File: config.mk
export PLATFORM = sky130hd
export DESIGN_NAME = key_debounce_long_press_fifo_flat
export DESIGN_NICKNAME = d
export VERILOG_FILES = /design/src/design/kdlp_pkg.sv /design/src/design/kdlp_if.sv /design/src/design/kdlp_keys.sv /design/src/design/kdlp_fifo.sv /design/src/design/key_debounce_long_press_fifo.sv /design/src/flat_wrapper.sv
export SDC_FILE = /design/constraint.sdc
export NUM_CORES = 1
export LEC_CHECK = 0
export ABC_CLOCK_PERIOD_IN_PS = 6400
export BUFFER_PORTS_ARGS = -buffer_cell sky130_fd_sc_hd__buf_2
export CAP_MARGIN = 0
export CORE_MARGIN = 4
export CORE_UTILIZATION = 39
export CTS_CLUSTER_SIZE = 16
export DETAILED_ROUTE_END_ITERATION = 7
export SYNTH_ARGS = -nofsm -noshare
export SYNTH_HDL_FRONTEND = slang
export SYNTH_HIERARCHICAL = 1
export SYNTH_SLANG_ARGS = --single-unit
File: constraint.sdc
create_clock -name clock -period 6.4 [get_ports clock]
set_input_delay 0.96 -clock clock [delete_from_list [all_inputs] [get_ports clock]]
set_output_delay 0.96 -clock clock [all_outputs]
set_load 0.01 [all_outputs]
File: src/design/kdlp_pkg.sv
// Shared types and constants for the key debounce block with event queue.
package kdlp_pkg;

   localparam int KEY_COUNT = 4;
   localparam int PIN_COUNT = 3;
   localparam int FIFO_DEPTH_DEFAULT = 16;
   localparam int CSR_INDEX_W = 2;
   localparam int CSR_DATA_W = 12;

   localparam logic [1:0] COMBO_KEY = 2'd3;

   localparam logic [6:0] FILTER_TIME_RESET = 7'd5;
   localparam logic [11:0] LONG_TIME_RESET = 12'd100;
   localparam logic [7:0] REPEAT_SPEED_RESET = 8'd0;
   localparam logic [7:0] DEBOUNCE_RESET = 8'(FILTER_TIME_RESET / 2);

   typedef enum logic [1:0] {
      KIND_DOWN = 2'd0,
      KIND_UP   = 2'd1,
      KIND_LONG = 2'd2
   } event_kind_type;

   typedef enum logic [CSR_INDEX_W-1:0] {
      CSR_FILTER_TIME  = 2'd0,
      CSR_LONG_TIME    = 2'd1,
      CSR_REPEAT_SPEED = 2'd2
   } csr_index_type;

   typedef struct packed {
      logic [1:0]     key;
      event_kind_type kind;
   } evt_code_type;

   typedef struct packed {
      logic         valid;
      evt_code_type code;
   } evt_push_type;

   typedef struct packed {
      logic [6:0]  filter_time;
      logic [11:0] long_time;
      logic [7:0]  repeat_speed;
   } cfg_type;

   typedef struct packed {
      logic [7:0]  debounce_count;
      logic        pressed_flag;
      logic [11:0] hold_count;
      logic [7:0]  repeat_count;
   } key_state_type;

   localparam key_state_type KEY_STATE_RESET = '{
      debounce_count: DEBOUNCE_RESET,
      pressed_flag:   1'b0,
      hold_count:     12'd0,
      repeat_count:   8'd0
   };

endpackage

File: src/design/kdlp_if.sv
// Channel interfaces: tick/read requests, event responses, register writes.
interface kdlp_req_if;
   logic                                valid;
   logic                                ready;
   logic                                action;
   logic [kdlp_pkg::PIN_COUNT-1:0]      pins;

   modport source (output valid, output action, output pins, input ready);
   modport sink   (input valid, input action, input pins, output ready);
endinterface

interface kdlp_rsp_if;
   logic       valid;
   logic       ready;
   logic [1:0] event_key;
   logic [1:0] event_kind;
   logic       empty_res;

   modport source (output valid, output event_key, output event_kind, output empty_res,
                   input ready);
   modport sink   (input valid, input event_key, input event_kind, input empty_res,
                   output ready);
endinterface

interface kdlp_csr_if;
   logic                                valid;
   logic                                ready;
   logic [kdlp_pkg::CSR_INDEX_W-1:0]    index;
   logic [kdlp_pkg::CSR_DATA_W-1:0]     data;

   modport source (output valid, output index, output data, input ready);
   modport sink   (input valid, input index, input data, output ready);
endinterface

File: src/design/kdlp_keys.sv
// Key state memory and the per-key debounce / long press / repeat update.
module kdlp_keys (
   input  logic                           clock,
   input  logic                           reset,
   input  logic                           start,
   input  logic [kdlp_pkg::PIN_COUNT-1:0] pins,
   input  kdlp_pkg::cfg_type              cfg,
   output logic                           busy,
   output kdlp_pkg::evt_push_type         push
);

   // Two slots per key: even slot issues the read, odd slot updates and writes back.
   logic [2:0]                           slot_ff, slot_in;
   logic                                 run_ff, run_in;
   logic [kdlp_pkg::PIN_COUNT-1:0]       pins_ff;

   kdlp_pkg::key_state_type              key_mem [kdlp_pkg::KEY_COUNT];
   logic [kdlp_pkg::KEY_COUNT-1:0]       key_vld_ff;
   kdlp_pkg::key_state_type              rd_data_ff;
   logic                                 rd_vld_ff;

   logic                                 pend_vld_ff;
   kdlp_pkg::evt_code_type               pend_code_ff;

   logic [1:0]                           key_id;
   logic                                 rd_en;
   logic                                 wr_en;
   logic                                 down;
   logic                                 combo;
   logic [7:0]                           ft1;
   logic [7:0]                           ft2;
   logic [11:0]                          lt;
   logic [7:0]                           rs;
   kdlp_pkg::key_state_type              cur;
   kdlp_pkg::key_state_type              nxt;
   logic                                 ev0_vld;
   logic                                 ev1_vld;
   kdlp_pkg::event_kind_type             ev0_kind;
   kdlp_pkg::event_kind_type             ev1_kind;

   assign key_id = slot_ff[2:1];
   assign rd_en  = run_ff && !slot_ff[0];
   assign wr_en  = run_ff && slot_ff[0];
   assign busy   = run_ff || pend_vld_ff;

   always_comb begin
      slot_in = slot_ff;
      run_in  = run_ff;
      if (start) begin
         slot_in = '0;
         run_in  = 1'b1;
      end else if (run_ff) begin
         slot_in = slot_ff + 3'd1;
         if (slot_ff == 3'd7) begin
            run_in = 1'b0;
         end
      end
   end

   always_ff @(posedge clock) begin
      if (reset) begin
         slot_ff     <= '0;
         run_ff      <= 1'b0;
         key_vld_ff  <= '0;
         pend_vld_ff <= 1'b0;
      end else begin
         slot_ff     <= slot_in;
         run_ff      <= run_in;
         pend_vld_ff <= wr_en && ev1_vld;
         if (wr_en) begin
            key_vld_ff[key_id] <= 1'b1;
         end
      end
   end

   always_ff @(posedge clock) begin
      if (start) begin
         pins_ff <= pins;
      end
      pend_code_ff <= '{key: key_id, kind: ev1_kind};
   end

   // Each key is written back on the odd slot after its read, so read and write never overlap.
   always_ff @(posedge clock) begin
      if (rd_en) begin
         rd_data_ff <= key_mem[key_id];
         rd_vld_ff  <= key_vld_ff[key_id];
      end
      if (wr_en) begin
         key_mem[key_id] <= nxt;
      end
   end

   always_comb begin
      cur      = rd_vld_ff ? rd_data_ff : kdlp_pkg::KEY_STATE_RESET;
      combo    = (key_id == kdlp_pkg::COMBO_KEY);
      ft1      = {1'b0, cfg.filter_time};
      ft2      = {cfg.filter_time, 1'b0};
      lt       = combo ? 12'd0 : cfg.long_time;
      rs       = combo ? 8'd0 : cfg.repeat_speed;
      case (key_id)
         2'd0:    down = !pins_ff[0];
         2'd1:    down = !pins_ff[1];
         2'd2:    down = !pins_ff[2];
         default: down = !pins_ff[0] && !pins_ff[1];
      endcase
      nxt      = cur;
      ev0_vld  = 1'b0;
      ev1_vld  = 1'b0;
      ev0_kind = kdlp_pkg::KIND_DOWN;
      ev1_kind = kdlp_pkg::KIND_DOWN;
      if (down) begin
         if (cur.debounce_count < ft1) begin
            nxt.debounce_count = ft1;
         end else if (cur.debounce_count < ft2) begin
            nxt.debounce_count = cur.debounce_count + 8'd1;
         end else begin
            if (!cur.pressed_flag) begin
               nxt.pressed_flag = 1'b1;
               ev0_vld          = 1'b1;
               ev0_kind         = kdlp_pkg::KIND_DOWN;
            end
            if (lt != 12'd0) begin
               if (cur.hold_count < lt) begin
                  nxt.hold_count = cur.hold_count + 12'd1;
                  if (nxt.hold_count == lt) begin
                     // long may follow the down event of the same tick
                     if (ev0_vld) begin
                        ev1_vld  = 1'b1;
                        ev1_kind = kdlp_pkg::KIND_LONG;
                     end else begin
                        ev0_vld  = 1'b1;
                        ev0_kind = kdlp_pkg::KIND_LONG;
                     end
                  end
               end else if (rs != 8'd0) begin
                  nxt.repeat_count = cur.repeat_count + 8'd1;
                  if (nxt.repeat_count >= rs) begin
                     nxt.repeat_count = 8'd0;
                     if (ev0_vld) begin
                        ev1_vld  = 1'b1;
                        ev1_kind = kdlp_pkg::KIND_DOWN;
                     end else begin
                        ev0_vld  = 1'b1;
                        ev0_kind = kdlp_pkg::KIND_DOWN;
                     end
                  end
               end
            end
         end
      end else begin
         if (cur.debounce_count > ft1) begin
            nxt.debounce_count = ft1;
         end else if (cur.debounce_count != 8'd0) begin
            nxt.debounce_count = cur.debounce_count - 8'd1;
         end else if (cur.pressed_flag) begin
            nxt.pressed_flag = 1'b0;
            ev0_vld          = !combo;
            ev0_kind         = kdlp_pkg::KIND_UP;
         end
         nxt.hold_count   = 12'd0;
         nxt.repeat_count = 8'd0;
      end
   end

   // First event goes out on the update slot, a second one on the following slot.
   always_comb begin
      push.valid = (wr_en && ev0_vld) || pend_vld_ff;
      push.code  = pend_vld_ff ? pend_code_ff :
                   kdlp_pkg::evt_code_type'{key: key_id, kind: ev0_kind};
   end

endmodule

File: src/design/kdlp_fifo.sv
// Event ring buffer: one memory, fill count, drops pushes when full.
module kdlp_fifo #(
   parameter int DEPTH = kdlp_pkg::FIFO_DEPTH_DEFAULT
) (
   input  logic                         clock,
   input  logic                         reset,
   input  kdlp_pkg::evt_push_type       push,
   input  logic                         pop,
   output logic                         empty,
   output kdlp_pkg::evt_code_type       pop_data
);

   localparam int AW = (DEPTH > 1) ? $clog2(DEPTH) : 1;
   localparam int CW = $clog2(DEPTH + 1);

   kdlp_pkg::evt_code_type  evt_mem [DEPTH];
   kdlp_pkg::evt_code_type  pop_data_ff;
   logic [AW-1:0]           wr_ptr_ff, wr_ptr_in;
   logic [AW-1:0]           rd_ptr_ff, rd_ptr_in;
   logic [CW-1:0]           fill_ff, fill_in;
   logic                    do_push;
   logic                    do_pop;

   assign empty    = (fill_ff == '0);
   assign do_push  = push.valid && (fill_ff != CW'(DEPTH));
   assign do_pop   = pop && !empty;
   assign pop_data = pop_data_ff;

   always_comb begin
      wr_ptr_in = wr_ptr_ff;
      rd_ptr_in = rd_ptr_ff;
      fill_in   = fill_ff;
      if (do_push) begin
         wr_ptr_in = (wr_ptr_ff == AW'(DEPTH - 1)) ? '0 : wr_ptr_ff + 1'b1;
      end
      if (do_pop) begin
         rd_ptr_in = (rd_ptr_ff == AW'(DEPTH - 1)) ? '0 : rd_ptr_ff + 1'b1;
      end
      case ({do_push, do_pop})
         2'b10:   fill_in = fill_ff + 1'b1;
         2'b01:   fill_in = fill_ff - 1'b1;
         default: fill_in = fill_ff;
      endcase
   end

   always_ff @(posedge clock) begin
      if (reset) begin
         wr_ptr_ff <= '0;
         rd_ptr_ff <= '0;
         fill_ff   <= '0;
      end else begin
         wr_ptr_ff <= wr_ptr_in;
         rd_ptr_ff <= rd_ptr_in;
         fill_ff   <= fill_in;
      end
   end

   always_ff @(posedge clock) begin
      if (do_push) begin
         evt_mem[wr_ptr_ff] <= push.code;
      end
      if (do_pop) begin
         pop_data_ff <= evt_mem[rd_ptr_ff];
      end
   end

endmodule

File: src/design/key_debounce_long_press_fifo.sv
// Top level: key debounce with long press and repeat, events queued in a FIFO.
// A tick item (action 0) samples three active-low key pins and holds off the next
// item until the key update is through: keys 0, 1, 2 and the combination key
// (0 and 1 both down) are updated in turn, through the single-port key state
// memory, and their events (up to seven per tick) are written to the FIFO one per
// cycle. A read item (action 1) pops one event, or reports empty, and is taken one
// per cycle while no tick runs and the response path is free; its result passes
// through a read stage and an output register. Events arriving at a full FIFO are
// dropped. The user must write registers only while idle; the block does not
// itself enforce it. A write to an unknown index is ignored.
module key_debounce_long_press_fifo #(
   parameter int FIFO_DEPTH = kdlp_pkg::FIFO_DEPTH_DEFAULT
) (
   input  logic          clock,
   input  logic          reset,
   kdlp_req_if.sink      req_bus,
   kdlp_rsp_if.source    rsp_bus,
   kdlp_csr_if.sink      csr_bus
);

   kdlp_pkg::cfg_type        cfg_ff;
   kdlp_pkg::evt_push_type   push;
   kdlp_pkg::evt_code_type   pop_data;
   logic                     keys_busy;
   logic                     fifo_empty;
   logic                     req_xfer;
   logic                     tick_start;
   logic                     pop_req;
   logic                     p_vld_ff;
   logic                     p_empty_ff;
   logic                     p_free;
   logic                     rsp_load;
   logic                     rsp_vld_ff;
   logic [1:0]               rsp_key_ff;
   logic [1:0]               rsp_kind_ff;
   logic                     rsp_empty_ff;

   assign rsp_load   = p_vld_ff && (!rsp_vld_ff || rsp_bus.ready);
   assign p_free     = !p_vld_ff || rsp_load;
   assign req_bus.ready = !keys_busy && p_free;
   assign req_xfer   = req_bus.valid && req_bus.ready;
   assign tick_start = req_xfer && !req_bus.action;
   assign pop_req    = req_xfer && req_bus.action;

   assign csr_bus.ready = 1'b1;

   always_ff @(posedge clock) begin
      if (reset) begin
         cfg_ff.filter_time  <= kdlp_pkg::FILTER_TIME_RESET;
         cfg_ff.long_time    <= kdlp_pkg::LONG_TIME_RESET;
         cfg_ff.repeat_speed <= kdlp_pkg::REPEAT_SPEED_RESET;
      end else if (csr_bus.valid) begin
         unique case (kdlp_pkg::csr_index_type'(csr_bus.index))
            kdlp_pkg::CSR_FILTER_TIME:  cfg_ff.filter_time  <= csr_bus.data[6:0];
            kdlp_pkg::CSR_LONG_TIME:    cfg_ff.long_time    <= csr_bus.data[11:0];
            kdlp_pkg::CSR_REPEAT_SPEED: cfg_ff.repeat_speed <= csr_bus.data[7:0];
            default: ;
         endcase
      end
   end

   kdlp_keys u_keys (
      .clock (clock),
      .reset (reset),
      .start (tick_start),
      .pins  (req_bus.pins),
      .cfg   (cfg_ff),
      .busy  (keys_busy),
      .push  (push)
   );

   kdlp_fifo #(
      .DEPTH (FIFO_DEPTH)
   ) u_fifo (
      .clock    (clock),
      .reset    (reset),
      .push     (push),
      .pop      (pop_req),
      .empty    (fifo_empty),
      .pop_data (pop_data)
   );

   // Read stage waits for the registered FIFO data; output register parts the sides.
   always_ff @(posedge clock) begin
      if (reset) begin
         p_vld_ff   <= 1'b0;
         rsp_vld_ff <= 1'b0;
      end else begin
         if (pop_req) begin
            p_vld_ff <= 1'b1;
         end else if (rsp_load) begin
            p_vld_ff <= 1'b0;
         end
         if (rsp_load) begin
            rsp_vld_ff <= 1'b1;
         end else if (rsp_bus.ready) begin
            rsp_vld_ff <= 1'b0;
         end
      end
   end

   always_ff @(posedge clock) begin
      if (pop_req) begin
         p_empty_ff <= fifo_empty;
      end
      if (rsp_load) begin
         rsp_key_ff   <= p_empty_ff ? 2'd0 : pop_data.key;
         rsp_kind_ff  <= p_empty_ff ? 2'd0 : pop_data.kind;
         rsp_empty_ff <= p_empty_ff;
      end
   end

   assign rsp_bus.valid      = rsp_vld_ff;
   assign rsp_bus.event_key  = rsp_key_ff;
   assign rsp_bus.event_kind = rsp_kind_ff;
   assign rsp_bus.empty_res  = rsp_empty_ff;

endmodule
File: src/flat_wrapper.sv
// flat-port wrapper written by rule: the top's interface ports become plain ports
module key_debounce_long_press_fifo_flat 
#(
   parameter int FIFO_DEPTH = kdlp_pkg::FIFO_DEPTH_DEFAULT
)
  (clock, reset, req_bus_valid, req_bus_action, req_bus_pins, req_bus_ready, rsp_bus_valid, rsp_bus_event_key, rsp_bus_event_kind, rsp_bus_empty_res, rsp_bus_ready, csr_bus_valid, csr_bus_index, csr_bus_data, csr_bus_ready);
  kdlp_req_if req_bus_i ();
  kdlp_rsp_if rsp_bus_i ();
  kdlp_csr_if csr_bus_i ();
  input  logic clock;
  input  logic reset;
  input wire logic [$bits(req_bus_i.valid)-1:0] req_bus_valid;
  input wire logic [$bits(req_bus_i.action)-1:0] req_bus_action;
  input wire logic [$bits(req_bus_i.pins)-1:0] req_bus_pins;
  output wire logic [$bits(req_bus_i.ready)-1:0] req_bus_ready;
  output wire logic [$bits(rsp_bus_i.valid)-1:0] rsp_bus_valid;
  output wire logic [$bits(rsp_bus_i.event_key)-1:0] rsp_bus_event_key;
  output wire logic [$bits(rsp_bus_i.event_kind)-1:0] rsp_bus_event_kind;
  output wire logic [$bits(rsp_bus_i.empty_res)-1:0] rsp_bus_empty_res;
  input wire logic [$bits(rsp_bus_i.ready)-1:0] rsp_bus_ready;
  input wire logic [$bits(csr_bus_i.valid)-1:0] csr_bus_valid;
  input wire logic [$bits(csr_bus_i.index)-1:0] csr_bus_index;
  input wire logic [$bits(csr_bus_i.data)-1:0] csr_bus_data;
  output wire logic [$bits(csr_bus_i.ready)-1:0] csr_bus_ready;
  assign req_bus_i.valid = req_bus_valid;
  assign req_bus_i.action = req_bus_action;
  assign req_bus_i.pins = req_bus_pins;
  assign req_bus_ready = req_bus_i.ready;
  assign rsp_bus_valid = rsp_bus_i.valid;
  assign rsp_bus_event_key = rsp_bus_i.event_key;
  assign rsp_bus_event_kind = rsp_bus_i.event_kind;
  assign rsp_bus_empty_res = rsp_bus_i.empty_res;
  assign rsp_bus_i.ready = rsp_bus_ready;
  assign csr_bus_i.valid = csr_bus_valid;
  assign csr_bus_i.index = csr_bus_index;
  assign csr_bus_i.data = csr_bus_data;
  assign csr_bus_ready = csr_bus_i.ready;
  key_debounce_long_press_fifo #(.FIFO_DEPTH(FIFO_DEPTH)) u_core (.clock(clock), .reset(reset), .req_bus(req_bus_i), .rsp_bus(rsp_bus_i), .csr_bus(csr_bus_i));
endmodule
======== After elaboration in Yosys (flattened, before gate mapping) ========
Memories as Yosys holds them, arrays and structs flattened. A register that Yosys moved wholly into a read port is not among the register bits.
Cells that the tools add are included.
word-level totals
  memories kept ........................... 2
  memory bits (writable) .................. 180
  bits in registers ....................... 65
  logic and storage cells ................. 168
  output and inout port bits .............. 8
  input bits .............................. 23
operators by class
  eq/ne operators ......................... 12
  bitwise logic cells ..................... 5
  order comparisons ....................... 7
  multiplexer cells ....................... 72
  reduce and logical (&&, ||, !) cells .... 41
  add/sub/neg operators ................... 9
memories
  memory                 depth  width  rd ports  clocked after Yosys merged registers in  wr ports  line             text
  u_core.u_keys.key_mem  4      29     1         1                                        1         kdlp_keys.sv:17  kdlp_pkg::key_state_type key_mem [kdlp_pkg::KEY_COUNT];
  u_core.u_fifo.evt_mem  16     4      1         1                                        1         kdlp_fifo.sv:16  kdlp_pkg::evt_code_type evt_mem [DEPTH];
operators by type and width
  kind                                            count
  two-way mux 8 bit                               8
  two-way mux 29 bit                              2
  two-way mux 21 bit                              2
  two-way mux 1 bit                               40
  two-way mux 12 bit                              2
  two-way mux 2 bit                               10
  two-way mux 20 bit                              1
  adder 8 x 1 -> 8 bit (second input constant)    2
  nonzero test 8 bit                              2
  logical AND 1 bit                               13
  adder 12 x 1 -> 12 bit (second input constant)  1
  == test 12 bit                                  1
  < comparator 12 bit                             1
  two-way mux 4 bit                               3
  nonzero test 12 bit                             1
  zero test 1 bit                                 10
  case mux 5 bit (2 select lines)                 1
  adder 4 x 1 -> 4 bit (second input constant)    2
  == test 2 bit (second input constant)           4
  == test 4 bit (second input constant)           2
  greater-or-equal comparator 8 bit               1
  > comparator 8 x 7 -> 1 bit                     1
  < comparator 8 x 7 -> 1 bit                     1
  < comparator 8 bit                              1
  21 further kinds                                34

======== Longest topological paths before layout ========
  depth after elaboration ................. 17
  mapped depth ............................ 26
  depth with buffers taken out ............ 22

======== Hierarchy ========
Netlist, hierarchy kept.
modules (own cells, without submodules)
  module                        area each (sq um)  times used  seq. area each (sq um)  cells an instance
  kdlp_keys                     8,340.5            1           4,714.5                 641
  kdlp_fifo                     3,497.1            1           2,302.2                 224
  key_debounce_long_press_fifo  1,472.7            1           760.7                   136

======== Worst setup path before layout ========
OpenSTA, ideal clock, no wires.
  kind .................................... register to register
  start point ............................. register u_core.u_keys.rd_vld_ff
  end point ............................... register u_core.u_fifo.fill_ff[4]
  cell stages (with the launch flop) ...... 27
  setup time .............................. 121 ps
  path slack .............................. 1,548 ps
  arrival time ............................ 4,732 ps
  period minus slack after synthesis ...... 4,852 ps
  path through ............................ edfxtp_1 -> buf_6 -> buf_2 -> clkbuf_1 -> and2_1 -> ha_1 -> nand2_1 -> nor2_1 -> nor2_1 -> or2_2 -> ha_1 -> and2_1 -> o21ai_0 -> o21ai_0 -> o22ai_1 -> nand3b_1 -> nor2b_1 -> a21oi_1 -> o21ai_4 -> buf_6 -> ha_1 -> inv_1 -> fa_1 -> nand2b_1 -> a21oi_1 -> mux2i_1 -> mux2_2
RTL lines
  element                   line             text
  start: declaration        kdlp_keys.sv:20  logic rd_vld_ff;
  start signal: assignment  kdlp_keys.sv:87  rd_vld_ff <= key_vld_ff[key_id];
  end signal: assignment    kdlp_fifo.sv:54  fill_ff <= fill_in;
  end: declaration          kdlp_fifo.sv:20  logic [CW-1:0] fill_ff, fill_in;

==> impl_results.md <==
* Status: finished clean
* Final worst path period share at between 80% and 90%
* Placer Congestion at 0.882
* Layout Utilization at 44.3%
* Clk root buf: clkbuf_16
* Post-CTS setup buffer count at 0
* CTS resizes at 0
* Port bufs at 29
* Buf/Inv on CP at 2
* Sequential area share after synthesis at 58.4%
* Critical Path AT at 5.96 ns
* PD cells at between 200 and 300 mW/mm²
* Clock Tree Buf Depth at 3
* Clock Latency Late Sink at 0.55 ns
* RSZ-0062 raised after global routing: false
* Initial antenna violation count at 0
* Routed len/inst at 19.3 µm
* TNS Setup at 0 ns
* Worst Tran Pin Value at 1.19 ns
* Chip Height at 193 µm
* Starting Density at 39.6%
* CTS Hold Bufs at 0
* Largest net degree at the start of global routing at between 70 and 80
* Storage cell area at slightly below 0.008 mm²
* Net count of the mapped netlist at about 1.1k
* CP Class: reg2reg
* Setup Viol. Count Final at 0
* DRT iter0 DRCs at 586
* CTS tree: built
* R2R setup slack at between 0.8 and 0.9 ns
* Nature of the critical path startpoint: register
* Hpwl dp at 20200 µm
* Io pins at 31
* Fillcell total at approximately 3.0k
* Chip width at 193 µm
* Dominant synthesized flop cell: edfxtp_1
* Max_slew headroom at about a fifth
* # nets final at 1098
* Global-route wire length before repair at 46500 µm
* Antenna-violating nets left at 0
* Required time at the worst-slack endpoint at 6.83 ns
* Worst hold path cell count at 2
* N_diodes at 0
* # DRC at 0
* Worst vdd ir at 0.000192 V
* Crit. End Element: register
* Vias per cell at 5.34
* Avg Inst Size Synth at approximately 13 µm²
* TritonRoute pass-1 iters at 5
* Max_cap viols at 0
* Worst hold path class: reg2reg
* Yosys warns at 6
* Worst path slowest cell: edfxtp_1
* Mapped Cells at 1001
* Slowest cell delay on critical path at 0.79 ns
* Post-synth ARST share at 0%
* Top delay family on crit path: simple AND/OR/NAND/NOR gates
* Slew Viols, Final at 0
* Area of the multi-input gates at 0.00523 mm²
* R2r worst-path depth at 18
* Pleak at just over 5 nW
* Area grow syn2layout at 11.9%
* EDFF count, synth at 223
* Max Fanout on Critical Path at 32
* Synth unique cells at 83
* Mapped Area at 0.0133 mm²
* Core area at 0.0336 mm²
* # rows at 67
* Hold Fails Final Rpt at 0
* Vias at 7978
* CTS Buf Count at 29
* Die Area at 0.0371 mm²
* Clock Sinks at 277
* Min Clock Period, post-route at 5.52 ns
* Grt ovf at 0
* Detailed Route WL at around 29000 µm
* Max H-tree Level at 1
* Overall global routing resource usage at 15.9%
* Number of global-route vias before repair at 8130
* #FFs+latches synth at 277
* Critical path's most frequent cell: ha_1
* Levels on crit path at 18
* Worst-path cell chain: buf_4, nand2_1, inv_1, ha_1, and3_1, nand4_1, o21a_1, or4_4, nor4_4, nand4_2, a21oi_1, o21ai_4, ha_1, ha_1, nand2b_1, a21oi_1, mux2i_1, mux2_2
* Layout cells sized above 1 at between 15 and 20%
* Max Clock Skew at 0.0134 ns
* Fmax at 181 MHz
* CTS clk-pin slew, worst paths at 0.06 ns
[synthesized netlist by cell type, types with 6 or more instances]
| cell type | count | share of area (%) |
|---|---|---|
| edfxtp_1 | 223 | 50 |
| nor2_1 | 69 | 1.9 |
| nand2_1 | 61 | 1.7 |
| dfxtp_1 | 54 | 8.1 |
| ha_1 | 49 | 4.6 |
| mux4_2 | 42 | 7.1 |
| mux2i_1 | 41 | 3.1 |
| nand2b_1 | 41 | 1.9 |
| a21oi_1 | 38 | 1.4 |
| and2_1 | 36 | 1.7 |
| clkbuf_1 | 29 | 0.82 |
| inv_1 | 29 | 0.82 |
| xnor2_1 | 26 | 1.7 |
| nand3_1 | 22 | 0.83 |
| xor2_1 | 16 | 1.1 |
| buf_2 | 15 | 0.56 |
| nor3_1 | 15 | 0.56 |
| o21ai_0 | 14 | 0.53 |
| nand4_1 | 13 | 0.61 |
| nor4_1 | 13 | 0.61 |
| nor2b_1 | 12 | 0.56 |
| a21o_1 | 11 | 0.62 |
| mux2_2 | 8 | 0.68 |
| nand3b_1 | 8 | 0.45 |
| and3b_1 | 6 | 0.39 |
| nor4b_1 | 6 | 0.39 |
| o221ai_1 | 6 | 0.39 |
[tightest hold or removal path, cell delays in order (launching register included)]
cell and delay, ns:
dfxtp_1 0.31, inv_1 0.05, a21oi_1 0.05
[cell families after synthesis]
family	share of synthesized area [%]
other	0.0282
and+or+nand+nor	14.0
xor gates and xnor gates	2.76
adders and majority gates	4.76
muxes	10.9
AOI/OAI and AO/OA	6.56
DFF	58.4
buffers and inverters	2.62
[final cells by class]
type | count | area share (%)
Timing Repair Buffer | 45 | 1.78
Inverter | 29 | 0.731
Multi-Input combinational cell | 643 | 35.1
Sequential cell | 277 | 52.2
Clock buffer | 40 | 5.28
Clock inverter | 13 | 1.14
Tap cell | 448 | 3.76
[cells in the final DEF, fill, tap and decap left out, drive strengths merged, types with 4 or more instances in the layout]
cell | netlist | layout
o211ai | 5 | 5
clkbuf | 29 | 40
xnor2 | 26 | 26
inv | 29 | 31
and3b | 6 | 6
nor2b | 12 | 12
mux2i | 41 | 41
xor2 | 16 | 16
mux2 | 8 | 8
nand4 | 15 | 15
o21ai | 16 | 16
or3 | 5 | 5
nand3 | 22 | 22
nand2b | 41 | 41
clkinv | 0 | 7
nand3b | 8 | 8
nor4b | 7 | 7
nand2 | 63 | 63
and3 | 5 | 5
and2 | 37 | 37
nor2 | 70 | 70
edfxtp | 223 | 223
buf | 23 | 45
ha | 49 | 49
nor4 | 14 | 14
bufinv | 0 | 4
a31oi | 5 | 5
a21oi | 38 | 38
a22oi | 4 | 4
dfxtp | 54 | 54
mux4 | 42 | 42
nor3b | 6 | 6
o221ai | 6 | 6
a211o | 4 | 4
nor3 | 15 | 15
a21o | 11 | 11
[registers in the layout, summed over array words and instances (netlist names), 2 cells and up]
signal	cells
u_core/u_keys/slot_ff	3
u_core/u_keys/pend_code_ff	3
u_core/u_fifo/rd_ptr_ff	4
u_core/u_keys/key_vld_ff	4
u_core/u_keys/pins_ff	3
u_core/u_fifo/pop_data	4
u_core/u_keys/key_mem	116
u_core/u_fifo/fill_ff	5
u_core/u_fifo/evt_mem	64
u_core/rsp_bus.event_kind	2
u_core/u_fifo/wr_ptr_ff	4
u_core/rsp_bus.event_key	2
u_core/cfg_ff	27
u_core/u_keys/rd_data_ff	29
[power breakdown]
group          internal (mW)  total, mW  switching (mW)
combinational         0.0880      0.236           0.148
clock                   1.02       1.69           0.667
sequential              1.96       1.99          0.0216
[final timing paths]
kind | start | endpoint
min | u_core/p_vld_ff$_SDFFE_PP0P_ | u_core/rsp_bus.valid$_SDFFE_PP0P_
max reg2reg | u_core/u_keys/rd_vld_ff$_DFFE_PP_ | u_core/u_fifo/fill_ff[4]$_SDFFE_PP0P_
min reg2reg | u_core/p_vld_ff$_SDFFE_PP0P_ | u_core/rsp_bus.valid$_SDFFE_PP0P_
max | u_core/u_keys/rd_vld_ff$_DFFE_PP_ | u_core/u_fifo/fill_ff[4]$_SDFFE_PP0P_
[layer usage]
layer | routed length (µm) | part of all wire, % | vias to the layer above | global-route usage, %
met5 | 0 | 0 | - | 0
met4 | 685 | 2.4 | 0 | 4.14
met3 | 1150 | 4.0 | 46 | 2.41
met1 | 13100 | 45 | 3969 | 21.7
met2 | 14000 | 48 | 152 | 26.8
li1 | - | - | 3811 | -
[per-stage QoR]
step | instance area, µm² | std cells | total power, mW | hold slack, ns | worst slack (ns)
CTS | 14900 | 1495 | 3.96 | 0.460 | 0.973
detailed placement | 13900 | 1442 | 2.26 | 0.450 | 0.996
floorplan | 13300 | 1001 | 2.18 | 0.350 | 1.55
finish | 14900 | 1495 | 3.91 | 0.454 | 0.876
global route | 14900 | 1495 | 4.07 | 0.498 | 0.569
global placement | 13900 | 1442 | 2.26 | 0.440 | 1.08
Note: power is estimated with default switching activity, not from simulation.
